## config.mk

```make
export PLATFORM = sky130hd
export DESIGN_NAME = lead_trail_frame_receiver_unit
export DESIGN_NICKNAME = d
export VERILOG_FILES = /design/src/rtl/ltfr_pkg.sv /design/src/rtl/lead_trail_frame_receiver_unit.sv /design/src/rtl/ltfr_ram.sv /design/src/rtl/ltfr_cfg_regs.sv /design/src/rtl/ltfr_ctrl.sv
export VERILOG_INCLUDE_DIRS = /design/src /design/src/rtl
export SDC_FILE = /design/constraint.sdc
export NUM_CORES = 1
export LEC_CHECK = 0
export ABC_AREA = 1
export BUFFER_PORTS_ARGS = -buffer_cell sky130_fd_sc_hd__clkbuf_2
export CAP_MARGIN = 20
export CORE_ASPECT_RATIO = 2
export CORE_MARGIN = 2
export CORE_UTILIZATION = 40
export CTS_BUF_LIST = sky130_fd_sc_hd__clkbuf_8
export DETAILED_ROUTE_END_ITERATION = 6
export GPL_TIMING_DRIVEN = 1
export SKIP_CTS_REPAIR_TIMING = 1
export SLEW_MARGIN = 20
export SYNTH_ARGS = -nofsm -noshare
export SYNTH_HDL_FRONTEND = slang
export SYNTH_SLANG_ARGS = --single-unit
```

## constraint.sdc

```tcl
create_clock -name aclk -period 11.12 [get_ports aclk]
set_input_delay 2.224 -clock aclk [delete_from_list [all_inputs] [get_ports aclk]]
set_output_delay 2.224 -clock aclk [all_outputs]
set_load 0.03 [all_outputs]
```

## src/rtl/assert_macros.svh

```systemverilog
// Assertion helpers used by the RTL.
`ifndef ASSERT_MACROS_SVH
`define ASSERT_MACROS_SVH

// Same-cycle implication, disabled while in reset.
`define ASSERT_IMPLY(label, clk, rstn, ante, cons, msg) \
    label: assert property (@(posedge clk) disable iff (!(rstn)) (ante) |-> (cons)) \
        else $error(msg);

// Next-cycle implication, disabled while in reset.
`define ASSERT_NEXT(label, clk, rstn, ante, cons, msg) \
    label: assert property (@(posedge clk) disable iff (!(rstn)) (ante) |=> (cons)) \
        else $error(msg);

`endif

```

## src/rtl/ltfr_pkg.sv

```systemverilog
package ltfr_pkg;

    localparam int MAX_FRAME = 64;
    localparam int STORE_AW  = (MAX_FRAME > 1) ? $clog2(MAX_FRAME) : 1;
    localparam int LEN_W     = 7;
    localparam int BYTE_W    = 8;
    localparam int OP_W      = 2;
    localparam int STATUS_W  = 3;
    localparam int CFG_IDX_W = 2;

    // Operation codes
    localparam logic [OP_W-1:0] OP_BYTE    = 2'd0;
    localparam logic [OP_W-1:0] OP_READ    = 2'd1;
    localparam logic [OP_W-1:0] OP_RELEASE = 2'd2;

    // Result status codes
    localparam logic [STATUS_W-1:0] ST_STORED    = 3'd0;
    localparam logic [STATUS_W-1:0] ST_GOOD      = 3'd1;
    localparam logic [STATUS_W-1:0] ST_BAD_TRAIL = 3'd2;
    localparam logic [STATUS_W-1:0] ST_BAD_LEAD  = 3'd3;
    localparam logic [STATUS_W-1:0] ST_REFUSED   = 3'd4;
    localparam logic [STATUS_W-1:0] ST_READ      = 3'd5;
    localparam logic [STATUS_W-1:0] ST_RELEASED  = 3'd6;

    // Register indexes
    localparam logic [CFG_IDX_W-1:0] REG_FRAME_LENGTH = 2'd0;
    localparam logic [CFG_IDX_W-1:0] REG_LEAD_BYTE    = 2'd1;
    localparam logic [CFG_IDX_W-1:0] REG_TRAIL_BYTE   = 2'd2;

    localparam logic [LEN_W-1:0]  RST_FRAME_LENGTH = 7'd16;
    localparam logic [BYTE_W-1:0] RST_LEAD_BYTE    = 8'd254;
    localparam logic [BYTE_W-1:0] RST_TRAIL_BYTE   = 8'd255;

    typedef struct packed {
        logic [OP_W-1:0]   op;
        logic [BYTE_W-1:0] rx_byte;
        logic [BYTE_W-1:0] read_index;
    } in_word_t;

    typedef struct packed {
        logic [STATUS_W-1:0] status;
        logic [BYTE_W-1:0]   read_data;
        logic                frame_ready;
    } out_word_t;

    typedef struct packed {
        logic [LEN_W-1:0]  frame_length;
        logic [BYTE_W-1:0] lead_byte;
        logic [BYTE_W-1:0] trail_byte;
    } cfg_t;

    typedef struct packed {
        logic [STATUS_W-1:0] status;
        logic                frame_ready;
        logic                rd_hit;
    } ctrl_result_t;

    typedef struct packed {
        logic                en;
        logic [STORE_AW-1:0] addr;
        logic [BYTE_W-1:0]   data;
    } mem_wr_t;

endpackage

```

## src/rtl/lead_trail_frame_receiver_unit.sv

```systemverilog
// Fixed-length frame receiver with lead and trail byte check.
// Input words (s_valid/s_ready, s_data) carry one op each: a received byte,
// a read of a stored frame byte by index, or a release of the held frame.
// Every input word gives exactly one result word on m_valid/m_ready, m_data,
// with status, read data and the frame-held flag after that word.
// Config: cfg_wr_en writes cfg_wdata to register cfg_index (0 frame length,
// 1 lead byte, 2 trail byte) at the clock edge; other indexes are ignored.
// Write config only while no word is in flight.
// A result passes through stage 1 and the output register before m_valid.
// Throughput: one word per cycle while s_ready is high. Frame state is updated
// in the accept cycle and the 64-byte frame store read port is registered;
// one more result stage lets a word in while a result waits on m_ready.
// Stalls: when both result stages are full and m_ready is low, s_ready drops.
// Reset (aresetn low, synchronous) restores register defaults, empties the
// pipeline, clears fill count and held flag, and marks every stored byte as
// zero; no clearing pass is needed.
`include "assert_macros.svh"

module lead_trail_frame_receiver_unit
    import ltfr_pkg::*;
(
    input  logic                 aclk,
    input  logic                 aresetn,
    input  logic                 cfg_wr_en,
    input  logic [CFG_IDX_W-1:0] cfg_index,
    input  logic [BYTE_W-1:0]    cfg_wdata,
    input  logic                 s_valid,
    output logic                 s_ready,
    input  in_word_t             s_data,
    output logic                 m_valid,
    input  logic                 m_ready,
    output out_word_t            m_data
);

    cfg_t         cfg;
    ctrl_result_t ctrl_res;
    mem_wr_t      mem_wr;
    logic [BYTE_W-1:0] ram_rdata;

    logic         accept;
    logic         s1_move;
    logic         s1_valid_reg;
    logic         s1_valid_next;
    ctrl_result_t s1_res_reg;
    logic         m_valid_reg;
    logic         m_valid_next;
    out_word_t    m_data_reg;

    assign s1_move = !m_valid_reg || m_ready;
    assign s_ready = !s1_valid_reg || s1_move;
    assign accept  = s_valid && s_ready;

    ltfr_cfg_regs u_cfg (
        .aclk      (aclk),
        .aresetn   (aresetn),
        .cfg_wr_en (cfg_wr_en),
        .cfg_index (cfg_index),
        .cfg_wdata (cfg_wdata),
        .cfg       (cfg)
    );

    ltfr_ctrl u_ctrl (
        .aclk    (aclk),
        .aresetn (aresetn),
        .cfg     (cfg),
        .accept  (accept),
        .word    (s_data),
        .result  (ctrl_res),
        .mem_wr  (mem_wr)
    );

    ltfr_ram #(
        .WIDTH (BYTE_W),
        .DEPTH (MAX_FRAME)
    ) u_store (
        .clk   (aclk),
        .we    (mem_wr.en),
        .waddr (mem_wr.addr),
        .wdata (mem_wr.data),
        .re    (accept),
        .raddr (STORE_AW'(s_data.read_index)),
        .rdata (ram_rdata)
    );

    assign s1_valid_next = accept || (s1_valid_reg && !s1_move);
    assign m_valid_next  = s1_move ? s1_valid_reg : m_valid_reg;

    always_ff @(posedge aclk) begin
        if (!aresetn) begin
            s1_valid_reg <= 1'b0;
            m_valid_reg  <= 1'b0;
        end else begin
            s1_valid_reg <= s1_valid_next;
            m_valid_reg  <= m_valid_next;
        end
    end

    always_ff @(posedge aclk) begin
        if (accept) begin
            s1_res_reg <= ctrl_res;
        end
        if (s1_move && s1_valid_reg) begin
            m_data_reg.status      <= s1_res_reg.status;
            m_data_reg.read_data   <= s1_res_reg.rd_hit ? ram_rdata : '0;
            m_data_reg.frame_ready <= s1_res_reg.frame_ready;
        end
    end

    assign m_valid = m_valid_reg;
    assign m_data  = m_data_reg;

    `ASSERT_IMPLY(a_good_sets_ready, aclk, aresetn,
        m_valid && m_data.status == ST_GOOD, m_data.frame_ready, "good frame not held")
    `ASSERT_IMPLY(a_data_only_on_read, aclk, aresetn,
        m_valid && m_data.read_data != '0, m_data.status == ST_READ, "data on non-read word")
    `ASSERT_NEXT(a_s1_holds_on_stall, aclk, aresetn,
        s1_valid_reg && !s1_move, s1_valid_reg && $stable(s1_res_reg), "stage 1 word lost")

endmodule

```

## src/rtl/ltfr_ram.sv

```systemverilog
module ltfr_ram #(
    parameter int WIDTH = 8,
    parameter int DEPTH = 64
) (
    input  logic                             clk,
    input  logic                             we,
    input  logic [$clog2(DEPTH > 1 ? DEPTH : 2)-1:0] waddr,
    input  logic [WIDTH-1:0]                 wdata,
    input  logic                             re,
    input  logic [$clog2(DEPTH > 1 ? DEPTH : 2)-1:0] raddr,
    output logic [WIDTH-1:0]                 rdata
);

    logic [WIDTH-1:0] mem [DEPTH];
    logic [WIDTH-1:0] rdata_reg;

    always_ff @(posedge clk) begin
        if (we) begin
            mem[waddr] <= wdata;
        end
        if (re) begin
            rdata_reg <= mem[raddr];
        end
    end

    assign rdata = rdata_reg;

endmodule

```

## src/rtl/ltfr_cfg_regs.sv

```systemverilog
module ltfr_cfg_regs
    import ltfr_pkg::*;
(
    input  logic                 aclk,
    input  logic                 aresetn,
    input  logic                 cfg_wr_en,
    input  logic [CFG_IDX_W-1:0] cfg_index,
    input  logic [BYTE_W-1:0]    cfg_wdata,
    output cfg_t                 cfg
);

    cfg_t cfg_reg;
    cfg_t cfg_next;

    always_comb begin
        cfg_next = cfg_reg;
        if (cfg_wr_en) begin
            unique case (cfg_index)
                REG_FRAME_LENGTH: cfg_next.frame_length = cfg_wdata[LEN_W-1:0];
                REG_LEAD_BYTE:    cfg_next.lead_byte    = cfg_wdata;
                REG_TRAIL_BYTE:   cfg_next.trail_byte   = cfg_wdata;
                default:          cfg_next = cfg_reg;
            endcase
        end
    end

    always_ff @(posedge aclk) begin
        if (!aresetn) begin
            cfg_reg.frame_length <= RST_FRAME_LENGTH;
            cfg_reg.lead_byte    <= RST_LEAD_BYTE;
            cfg_reg.trail_byte   <= RST_TRAIL_BYTE;
        end else begin
            cfg_reg <= cfg_next;
        end
    end

    assign cfg = cfg_reg;

endmodule

```

## src/rtl/ltfr_ctrl.sv

```systemverilog
module ltfr_ctrl
    import ltfr_pkg::*;
(
    input  logic         aclk,
    input  logic         aresetn,
    input  cfg_t         cfg,
    input  logic         accept,
    input  in_word_t     word,
    output ctrl_result_t result,
    output mem_wr_t      mem_wr
);

    logic [LEN_W-1:0]     fill_reg;
    logic [LEN_W-1:0]     fill_next;
    logic                 held_reg;
    logic                 held_next;
    logic [MAX_FRAME-1:0] valid_reg;
    logic [MAX_FRAME-1:0] valid_next;

    logic [LEN_W-1:0]    eff_len;
    logic [LEN_W-1:0]    fill_base;
    logic [LEN_W-1:0]    fill_inc;
    logic [STORE_AW-1:0] rd_addr;

    always_comb begin
        if (cfg.frame_length == '0) begin
            eff_len = LEN_W'(1);
        end else if (int'(cfg.frame_length) > MAX_FRAME) begin
            eff_len = LEN_W'(MAX_FRAME);
        end else begin
            eff_len = cfg.frame_length;
        end
    end

    // length may have been lowered mid-frame: restart at the first slot
    assign fill_base = (fill_reg >= eff_len) ? '0 : fill_reg;
    assign fill_inc  = fill_base + LEN_W'(1);
    assign rd_addr   = STORE_AW'(word.read_index);

    always_comb begin
        fill_next      = fill_reg;
        held_next      = held_reg;
        result.status  = ST_REFUSED;
        result.rd_hit  = 1'b0;
        mem_wr.en      = 1'b0;
        mem_wr.addr    = STORE_AW'(fill_base);
        mem_wr.data    = word.rx_byte;
        unique case (word.op)
            OP_BYTE: begin
                if (!held_reg) begin
                    mem_wr.en = accept;
                    if (fill_base == '0 && word.rx_byte != cfg.lead_byte) begin
                        fill_next     = '0;
                        result.status = ST_BAD_LEAD;
                    end else if (fill_inc < eff_len) begin
                        fill_next     = fill_inc;
                        result.status = ST_STORED;
                    end else if (word.rx_byte != cfg.trail_byte) begin
                        fill_next     = '0;
                        result.status = ST_BAD_TRAIL;
                    end else begin
                        fill_next     = fill_inc;
                        held_next     = 1'b1;
                        result.status = ST_GOOD;
                    end
                end
            end
            OP_READ: begin
                result.status = ST_READ;
                // never-written entries read as zero
                result.rd_hit = (word.read_index < {1'b0, eff_len}) && valid_reg[rd_addr];
            end
            OP_RELEASE: begin
                fill_next     = '0;
                held_next     = 1'b0;
                result.status = ST_RELEASED;
            end
            default: begin
                result.status = ST_REFUSED;
            end
        endcase
        result.frame_ready = held_next;
    end

    always_comb begin
        valid_next = valid_reg;
        if (mem_wr.en) begin
            valid_next[mem_wr.addr] = 1'b1;
        end
    end

    always_ff @(posedge aclk) begin
        if (!aresetn) begin
            fill_reg  <= '0;
            held_reg  <= 1'b0;
            valid_reg <= '0;
        end else begin
            if (accept) begin
                fill_reg <= fill_next;
                held_reg <= held_next;
            end
            valid_reg <= valid_next;
        end
    end

endmodule

```

==> results of run 1 <==
worst reg2reg max path, delay by kind of cell, from the launching register on:
kind | cells | cell delay [ns]
xor gates and xnor gates | 1 | 0.36
buffers and inverters | 2 | 0.12
AOI/OAI and AO/OA | 5 | 1.05
adders and majority gates | 3 | 0.84
DFF | 1 | 0.34
and+or+nand+nor | 12 | 1.52
Yosys cell counts, drive strengths merged (4+ instances only):
library cell	n	area share
buf	37	0.0073
o21bai	4	0.0011
xor2	5	0.0017
or2	14	0.0034
nor2	504	0.077
o22ai	133	0.032
a21oi	19	0.0041
o211ai	32	0.0092
ha	25	0.012
dfxtp	97	0.074
clkinv	4	0.00057
nand2	218	0.033
inv	113	0.016
nand3	100	0.020
nor3	11	0.0046
nand4	8	0.0019
xnor2	10	0.0034
o221ai	13	0.0044
o21ai	323	0.062
edfxtp	537	0.62
clkbuf	94	0.014
routing by layer:
layer / global-route usage / routed length [um] / share of wire / vias to the layer above
li1: - / - / - / 8228
met3: 0.0317 / 4300 / 0.057 / 204
met2: 0.396 / 38900 / 0.52 / 776
met1: 0.238 / 25500 / 0.34 / 8917
met5: 0 / 0 / 0 / -
met4: 0.176 / 6310 / 0.084 / 0
report_power, final:
group	switching (mW)	internal, mW	leakage (nW)
clock	0.870	0.801	0.889
sequential	0.00686	2.59	5.63
combinational	0.229	0.0747	3.43
cells by family (layout without fill, tap and decap cells):
group	count (synthesis)	in the layout	share of synthesized area
AO/OA/AOI/OAI	531	531	0.115
XOR/XNOR	15	15	0.00503
adder cells (fa/ha/maj)	25	25	0.0120
buffers and inverters	248	340	0.0376
flip-flops	634	634	0.691
other	0	1	0
AND/OR/NAND/NOR	856	856	0.139
area by class of cell:
cell class              instances  area [sq um]
clock buffers                  87          1200
flip-flops and latches        634         18100
multi-input cells            1427          7080
well taps                     871          1090
repair buffers                 73           444
inverters                     117           449
diodes                          1          2.50
fillers                      6084         36000
clock inverters                63           364
metrics by stage:
step           setup slack, ns  instance area [sq um]  cells  utilization
4_1_cts                   5.78                  28700   3269        0.443
3_3_place_gp              5.04                  27100   3119        0.419
5_1_grt                   5.43                  28700   3273        0.443
2_1_floorplan             6.33                  26100   2309            -
6_report                  5.62                  28700   3273        0.443
3_5_place_dp              5.02                  27100   3119        0.419
worst min path at each step:
stage | slack, ns | end
finish | 0.43 | m_data[9]
global route | 0.44 | m_data[9]
CTS | 0.44 | m_data[9]
detailed placement | 0.41 | m_data[9]
global placement | 0.42 | m_data[11]
floorplan | 0.40 | m_data[0]
==> results.txt, run 1 <==
1st-pass router iterations - 6
Synth cell types - 43
Yosys Warn Count - 0
First-pass GRT wire length - 111000 um
DR vias/cell - 5.54
Outcome - finished clean
Tcrit/Tclk final - 0.495
Die Height - 365 um
Grt total ovfl - 0
Largest net degree at the start of global routing - 129
Drc violations - 0
Syn nets - 2367
FF-to-FF path depth - 23
Clk_skew - 0.0304 ns
Worst setup SP type - input pin
WS Path Type - in2reg
Slew margin rel. - 0.250
GP Congestion - 0.882
Root Buffer Master - clkbuf_8
Initial Util - 0.404
Hold Slack - 0.426 ns
Crit path from - s_data[0]
Core Region - 0.0647 sq mm
Post-Route WL - 75100 um
Setup repair after global routing missed its margin - no
Sequence of cells on the critical path - clkbuf_8 -> inv_8 -> buf_4 -> buf_4 -> o21ai_0 -> o22ai_1 -> nor2_1 -> o221ai_1 -> nand3_1 -> nand2_1
Iter 0 DRT Violations - 1755
Slowest Stage Delay on Critical Path - 0.83 ns
Commonest non-fill, non-tap cell in the layout - edfxtp_1
Count of final max-slew check failures - 0
Hold WC Path Type - reg2reg
Die footprint - 0.0675 sq mm
Port buffer count - 46
Clock sinks - 634
Clock insertion delay at the later pin of the skew report - 0.71 ns
Max reg flops - 512
Data arrival time of the worst path - 6.07 ns
R2R Setup Slk - 6.62 ns
Post-route ant nets - 0
CP bufs+invs - 4
Post-Route Setup TNS - 0 ns
Reg2reg end - s1_res_reg[3]
Most used cell, CP - buf_4
Via Count - 18100
Initial antenna violation count - 3
Crit-path leading delay family - buffers and inverters
WL/cell - 22.9 um
Sequential share of the synthesized area - 0.691
Worst setup EP type - flip-flop
Post-synth EDFFs - 537
Required time worst endpoint - 11.69 ns
FF-to-FF Start - u_cfg.cfg[16]
WHS Path Cells - 0
Longest Clk Path Bufs - 3
Final nets - 2392
Maximum VDD drop - 0.114 mV
CP Depth - 10
Main flop type after synthesis - edfxtp_1
Syn avg cell area - 11.3 sq um
CP Capture Point - u_store.rdata[4]
Most frequent cells in the layout - edfxtp_1, nor2_1, o21ai_0
P&R area growth vs syn - 9.83%
Fmax - 182 MHz
#FFs+latches synth - 634
Vias in the first global route - 17800
Minimum clock period - 5.50 ns
Maxcap violations - 0
CP max stage cell - buf_4
GR Util All Layers - 0.224
Final hold viol count - 0
I/O pin count - 47
Row Count - 132
Post-synthesis cell area - 0.0261 sq mm
Static leakage - 9.95 nW
Ys async rst share - 0
Final setup viols - 0
Slew @ Worst Pin - 1.12 ns
Crit Path Max Fanout - 128
CTS tree - done
Die Wd - 185 um
Power Dens Cells - 159 mW/mm^2
Cells after Synth - 2309
Detailed placer's ending HPWL - 46900 um
Share of cells above drive strength 1 - 0.108
Total CTS buffers - 81
Hold Startpoint - s1_res_reg[2]
Total power - 4.57 mW
H-tree Lvls - 3
Clk slew on worst S/H paths - 0.07 ns
No activity file was read; power rests on OpenSTA's default activity.
==> run 2, diff against run 1 <==
Settings changed: ABC_AREA 1 to 0.
Clock period 11.12 ns to 4.8 ns, I/O delays scaled along.
==> run 2 against run 1 <==
Net effect: cell area shrank 0.89%; register-to-register slack lost 6.1 ns; critical path depth grew 11; critical path type is now reg2reg; critical endpoint is now s1_res_reg[2]; highest routed layer unchanged.
==> results.txt, run 2 <==
Final nets - 1559 (-35%)
Port buffer count - 46 (unchanged)
Initial antenna violation count - 2 (-1)
P&R area growth vs syn - 13.1%
Outcome - finished clean
Vias in the first global route - 14300 (-20%)
Grt total ovfl - 0 (unchanged)
FF/Latch Area - 0.0181 sq mm (unchanged)
Largest cells by area after synthesis - edfxtp_1, mux4_2, dfxtp_1
Die Height - 359 um (-1.9%)
Post-synth EDFFs - 537 (unchanged)
Final Util - 0.455 (+0.0121)
Sw Ratio - 0.217 (-0.0249)
R2R Setup Slk - 0.49 ns (-6.13 ns)
Maxcap violations - 0 (unchanged)
Reg2reg end - s1_res_reg[2]
Top cells by count, synth - edfxtp_1, mux4_2, dfxtp_1
Fill count - 5393 (-11%)
Clock insertion delay at the later pin of the skew report - 0.66 ns (-0.05 ns)
Worst hold endpoint - u_ctrl.valid_reg[9]
Data arrival time of the worst path - 4.82 ns (-1.25 ns)
Share of cells above drive strength 1 - 0.260 (+0.152)
Main flop type after synthesis - edfxtp_1
Clk_skew - 0.0234 ns (-0.00708 ns)
Ys async rst share - 0 (unchanged)
Total CTS buffers - 93 (+15%)
Sequential share of the synthesized area - 0.719 (+0.0271)
H-tree Lvls - 3 (unchanged)
DR vias/cell - 5.58 (+0.84%)
Synth cell types - 58 (+35%)
Initial Util - 0.403 (-0.00106)
Static leakage - 9.34 nW (-6.2%)
Sw Pwr - 2.42 mW (+120%)
Crit path from - u_cfg.cfg[22]
FF-to-FF Start - u_cfg.cfg[22]
Root Buffer Master - clkbuf_8
FF-to-FF path depth - 21 (-8.7%)
Met3 Track Usage GR - 0.0303 (-0.00142)
Clock sinks - 634 (unchanged)
Cells after Synth - 1389 (-40%)
Syn nets - 1447 (-39%)
Setup repair after global routing missed its margin - no
Post-synth top area cell - edfxtp_1
Post-Route WL - 59600 um (-21%)
Iter 0 DRT Violations - 908 (-48%)
Slew @ Worst Pin - 1.13 ns (+0.0142 ns)
Post-Route Setup TNS - 0 ns (unchanged)
Count of final max-slew check failures - 0 (unchanged)
Commonest non-fill, non-tap cell in the layout - edfxtp_1
WHS Path Cells - 1 (+1)
Synth top area share - 0.641 (+0.0242)
Longest Clk Path Bufs - 3 (unchanged)
Met2 Resource Use GR - 0.335 (-0.0618)
Max reg flops - 512 (unchanged)
Most used routing layer - met2
Seq pwr share - 0.540 (-0.028)
Int Power - 8.72 mW (+150%)
Row Count - 130 (-1.5%)
GR Util All Layers - 0.186 (-0.0381)
Clk slew on worst S/H paths - 0.07 ns (about the same)
Yosys Warn Count - 0 (unchanged)
1st-pass router iterations - 5 (-1)
Multi-input gate area - 0.00664 sq mm (-6.2%)
Final setup viols - 0 (unchanged)
Required time worst endpoint - 5.30 ns (-6.39 ns)
Most frequent cells in the layout - edfxtp_1, mux4_2, clkbuf_8
Largest net degree at the start of global routing - 65 (-50%)
Logic pwr share - 0.050 (-0.016)
WS Path Type - reg2reg
Die Wd - 181 um (-1.9%)
Crit Path Max Fanout - 5 (-96%)
Die footprint - 0.0650 sq mm (-3.7%)
Post-synthesis cell area - 0.0251 sq mm (-3.8%)
Slew margin rel. - 0.242 (-0.00849)
Hold WC Path Type - reg2reg
Core Region - 0.0625 sq mm (-3.5%)
Detailed placer's ending HPWL - 39400 um (-16%)
Fmax - 232 MHz
GP Congestion - 0.880 (-0.24%)
Drc violations - 0 (unchanged)
First-pass GRT wire length - 89100 um (-20%)
Maximum VDD drop - 0.324 mV (+180%)
Met1 Use GR - 0.222 (-0.0160)
CTS tree - done
Worst setup SP type - flip-flop
Hold Startpoint - u_ctrl.valid_reg[9]
I/O pin count - 47 (unchanged)
Via Count - 13300 (-27%)
Most common cell in the netlist - edfxtp_1
Worst setup EP type - flip-flop
Power Dens Cells - 391 mW/mm^2 (+150%)
Tcrit/Tclk final - 0.899
WL/cell - 25.1 um (+9.4%)
Minimum clock period - 4.31 ns
Syn avg cell area - 18.1 sq um (+60%)
#FFs+latches synth - 634 (unchanged)
Final hold viol count - 0 (unchanged)
Clock share of power - 0.410 (+0.044)
Post-route ant nets - 0 (unchanged)
==> run 2: cell types whose count changed after synthesis, sizes merged, moves of 31 or more <==
cell | previous run | this run
clkbuf | 94 | 41
o22ai | 133 | 0
nand2 | 218 | 75
nor2 | 504 | 87
inv | 113 | 13
o21ai | 323 | 17
nand3 | 100 | 27
o211ai | 32 | 1
o21a | 0 | 66
a22oi | 0 | 41
mux4 | 0 | 141
==> run 2: cell type report <==
type	count	share of cell area
inverter	14	0.00185
timing repair buffer	96	0.0243
multi-input combinational	662	0.234
tap	792	0.0348
antenna	2	0.000176
sequential	634	0.635
clock buffer	102	0.0494
clock inverter	73	0.0208
==> run 2: logic make-up after synthesis <==
logic type / Yosys count / synth area share
AOI/OAI and AO/OA: 200 / 0.0607
buffers and inverters: 93 / 0.0181
xor gates and xnor gates: 21 / 0.00732
DFF: 634 / 0.719
adders and majority gates: 25 / 0.0124
muxes: 152 / 0.131
and+or+nand+nor: 264 / 0.0522
==> run 2: how the worst max path moves through the flow <==
stage / endpoint / depth (start not counted) / slack (ns)
2_1_floorplan: s1_res_reg[2] / 21 / 0.96
3_3_place_gp: s1_res_reg[2] / 21 / 0.53
3_5_place_dp: s1_res_reg[2] / 21 / 0.51
4_1_cts: s1_res_reg[2] / 21 / 0.50
5_1_grt: s1_res_reg[2] / 21 / 0.02
6_report: s1_res_reg[2] / 21 / 0.49
==> run 2: stage by stage <==
stage / instance area [sq um] / setup WS [ns] / cells / total power [mW] / hold slack (ns)
after floorplan: 25100 / 0.964 / 1389 / 6.45 / 0.400
after global placement: 26400 / 0.535 / 2197 / 6.68 / 0.442
after detailed placement: 26400 / 0.511 / 2197 / 6.69 / 0.413
after CTS: 28400 / 0.501 / 2372 / 11.2 / 0.458
after global routing: 28400 / 0.0242 / 2374 / 11.5 / 0.481
final: 28400 / 0.487 / 2375 / 11.1 / 0.468
==> run 2: power by group through the flow <==
stage / clock [mW] / sequential [mW] / combinational (mW)
2_1_floorplan: 0 / 6.13 / 0.318
3_3_place_gp: 0 / 6.12 / 0.556
3_5_place_dp: 0 / 6.12 / 0.569
4_1_cts: 4.67 / 6.01 / 0.569
5_1_grt: 4.90 / 6.01 / 0.606
6_report: 4.56 / 6.01 / 0.562
==> run 2: worst max-delay path, cell delays in order (launching register included) <==
cell and delay, ns:
dfxtp_1 0.35, clkinv_1 0.09, a22oi_1 0.35, inv_1 0.08, ha_1 0.29, nor2b_1 0.15
o21ai_2 0.12, a21oi_1 0.33, nand2_1 0.16, inv_1 0.08, ha_1 0.20, nand3_1 0.10
nor2_1 0.14, xnor2_1 0.13, nor2_1 0.08, ha_1 0.35, nand2_1 0.06, o21ai_0 0.30
nor3_1 0.11, a311oi_1 0.47, o21ai_0 0.13, o21ai_0 0.10
==> run 2: layer usage <==
metal,part of all wire,up-vias
li1,-,5823
met1,0.39,6907
met2,0.52,419
met3,0.050,114
met4,0.037,0
met5,0,-
==> run 3, diff against run 2 <==
Settings changed: GPL_TIMING_DRIVEN 1 to 0, HOLD_SLACK_MARGIN set to 0.05.
==> run 3 against run 2 <==
Net effect: register-to-register slack worse by 0.12 ns; non-clock buffer count up 35; largest power group unchanged; sequential power about the same; global-route usage up 0.66 points.
==> results.txt, run 3 (synthesis results as in run 2) <==
Outcome - finished clean
Final nets - 1590 (+2.0%)
Clk_skew - 0.0152 ns (-0.00815 ns)
WS Path Type - reg2reg
Static leakage - 9.16 nW (-2.0%)
1st-pass router iterations - 7 (+2)
Worst setup SP type - flip-flop
Initial antenna violation count - 2 (unchanged)
Row Count - 130 (unchanged)
Die footprint - 0.0650 sq mm (unchanged)
Count of final max-slew check failures - 0 (unchanged)
Maxcap violations - 0 (unchanged)
Post-route ant nets - 0 (unchanged)
Multi-input gate area - 0.00665 sq mm (+0.15%)
Iter 0 DRT Violations - 1351 (+49%)
Post-Route Setup TNS - 0 ns (unchanged)
Final worst slack - 0.363 ns (-0.124 ns)
GR Util All Layers - 0.193 (+0.00657)
Slowest Stage Delay on Critical Path - 0.52 ns (+0.05 ns)
Port buffer count - 45 (-2.2%)
Required time worst endpoint - 5.38 ns (+0.08 ns)
I/O pin count - 47 (unchanged)
Share of cells above drive strength 1 - 0.238 (-0.0217)
Final setup viols - 0 (unchanged)
Via Count - 13500 (+1.7%)
Sequence of cells on the critical path - clkinvlp_4 -> a22oi_2 -> inv_1 -> ha_1 -> nor2b_1 -> o21ai_2 -> a21oi_1 -> buf_4 -> nand2_1 -> inv_1 -> ha_1 -> nand3_1 -> nor2_1 -> xnor2_1 -> nor2_1 -> ha_1 -> a21oi_1 -> o21ai_1 -> o2bb2ai_1 -> nor3_2 -> a22o_1
Slew margin rel. - 0.245 (+0.00336)
Most frequent cells in the layout - edfxtp_1, mux4_2, clkbuf_8, dfxtp_1, nand2_1
Crit Path Max Fanout - 10 (+5)
Max reg flops - 512 (unchanged)
Most used cell, CP - ha_1
Commonest non-fill, non-tap cell in the layout - edfxtp_1
Clock sinks - 634 (unchanged)
First-pass GRT wire length - 91400 um (+2.6%)
Final hold viol count - 0 (unchanged)
Largest net degree at the start of global routing - 67 (+3.1%)
Drc violations - 0 (unchanged)
WL/cell - 25.9 um (+3.3%)
Clk slew on worst S/H paths - 0.07 ns (about the same)
Fill count - 5420 (+0.50%)
CTS tree - done
Initial Util - 0.403 (unchanged)
Total CTS buffers - 89 (-4.3%)
CP max stage cell - nor3_2
DR vias/cell - 5.65 (+1.2%)
Data arrival time of the worst path - 5.02 ns (+0.20 ns)
Longest Clk Path Bufs - 3 (unchanged)
Clock insertion delay at the later pin of the skew report - 0.65 ns (about the same)
Post-Route WL - 61900 um (+3.9%)
Vias in the first global route - 14000 (-1.6%)
Die Wd - 181 um (unchanged)
Hold WC Path Type - reg2reg
Detailed placer's ending HPWL - 41500 um (+5.1%)
H-tree Lvls - 3 (unchanged)
Setup WS pre-CTS - -0.107 ns (-0.618 ns)
Worst setup EP type - flip-flop
Fmax - 225 MHz (-2.8%)
Tcrit/Tclk final - 0.924 (+0.0258)
Power Dens Cells - 373 mW/mm^2 (-4.6%)
GP Congestion - 0.905 (+2.9%)
Die Height - 359 um (unchanged)
Root Buffer Master - clkbuf_8
Hold Slack - 0.414 ns (-0.0536 ns)
Minimum clock period - 4.44 ns (+0.124 ns)
P&R area growth vs syn - 11.9%
FF/Latch Area - 0.0181 sq mm (unchanged)
Grt total ovfl - 0 (unchanged)
Slew @ Worst Pin - 1.13 ns (-0.00651 ns)
Maximum VDD drop - 0.222 mV (-32%)
Core Region - 0.0625 sq mm (unchanged)
-- run 3: changes by cell type in the layout (fill, tap and decap cells not counted), moves of 8 or more --
cell	change
clkbuf_1	+40
buf_4	-34
buf_2	+21
clkinv_2	-12
bufinv_16	-8
clkbuf_4	+8
-- run 3: power by group --
part	switching [mW]	internal (mW)
Sequential	0.0121	6.00
Clock	1.95	1.96
Combinational	0.379	0.210
-- run 3: final cells by class --
class | instances | area share
diodes | 1 | 0.0000889
clock buffers | 97 | 0.0475
flip-flops and latches | 634 | 0.642
clock inverters | 57 | 0.0103
multi-input cells | 662 | 0.237
repair buffers | 52 | 0.0118
well taps | 792 | 0.0352
inverters | 14 | 0.00200
plain buffers | 79 | 0.0145
-- run 3: layer usage --
layer,share of wire,GRT usage,wire [um],vias to the layer above
li1,-,-,-,5882
met1,0.41,0.245,25200,7024
met3,0.049,0.0262,3050,120
met2,0.51,0.339,31800,464
met5,0,0,0,-
met4,0.030,0.0670,1860,0
-- run 3: worst paths after layout --
check                                   start                 end  slack [ns]  cells past startpoint
worst max-delay path            u_cfg.cfg[22]  u_ctrl.fill_reg[0]        0.36                     21
worst min-delay path            s1_res_reg[4]          m_data[11]        0.41                      0
worst min register to register  s1_res_reg[4]          m_data[11]        0.41                      0
worst max register to register  u_cfg.cfg[22]  u_ctrl.fill_reg[0]        0.36                     21
-- run 3: critical path: cells and delay by family, from the launching register on --
family                   cells  cell delay, ns
adder cells (fa/ha/maj)      3            0.85
AND/OR/NAND/NOR              6            1.13
flip-flops                   1            0.40
XOR/XNOR                     1            0.13
buffers and inverters        4            0.53
AO/OA/AOI/OAI                7            1.33
-- run 3: through the flow --
stage,util,area [sq um],cells,power (mW)
2_1_floorplan,-,25100,1389,6.45
3_3_place_gp,0.422,26400,2226,6.70
3_5_place_dp,0.424,26500,2230,6.72
4_1_cts,0.450,28100,2384,10.6
5_1_grt,0.450,28100,2388,10.9
6_report,0.450,28100,2388,10.5
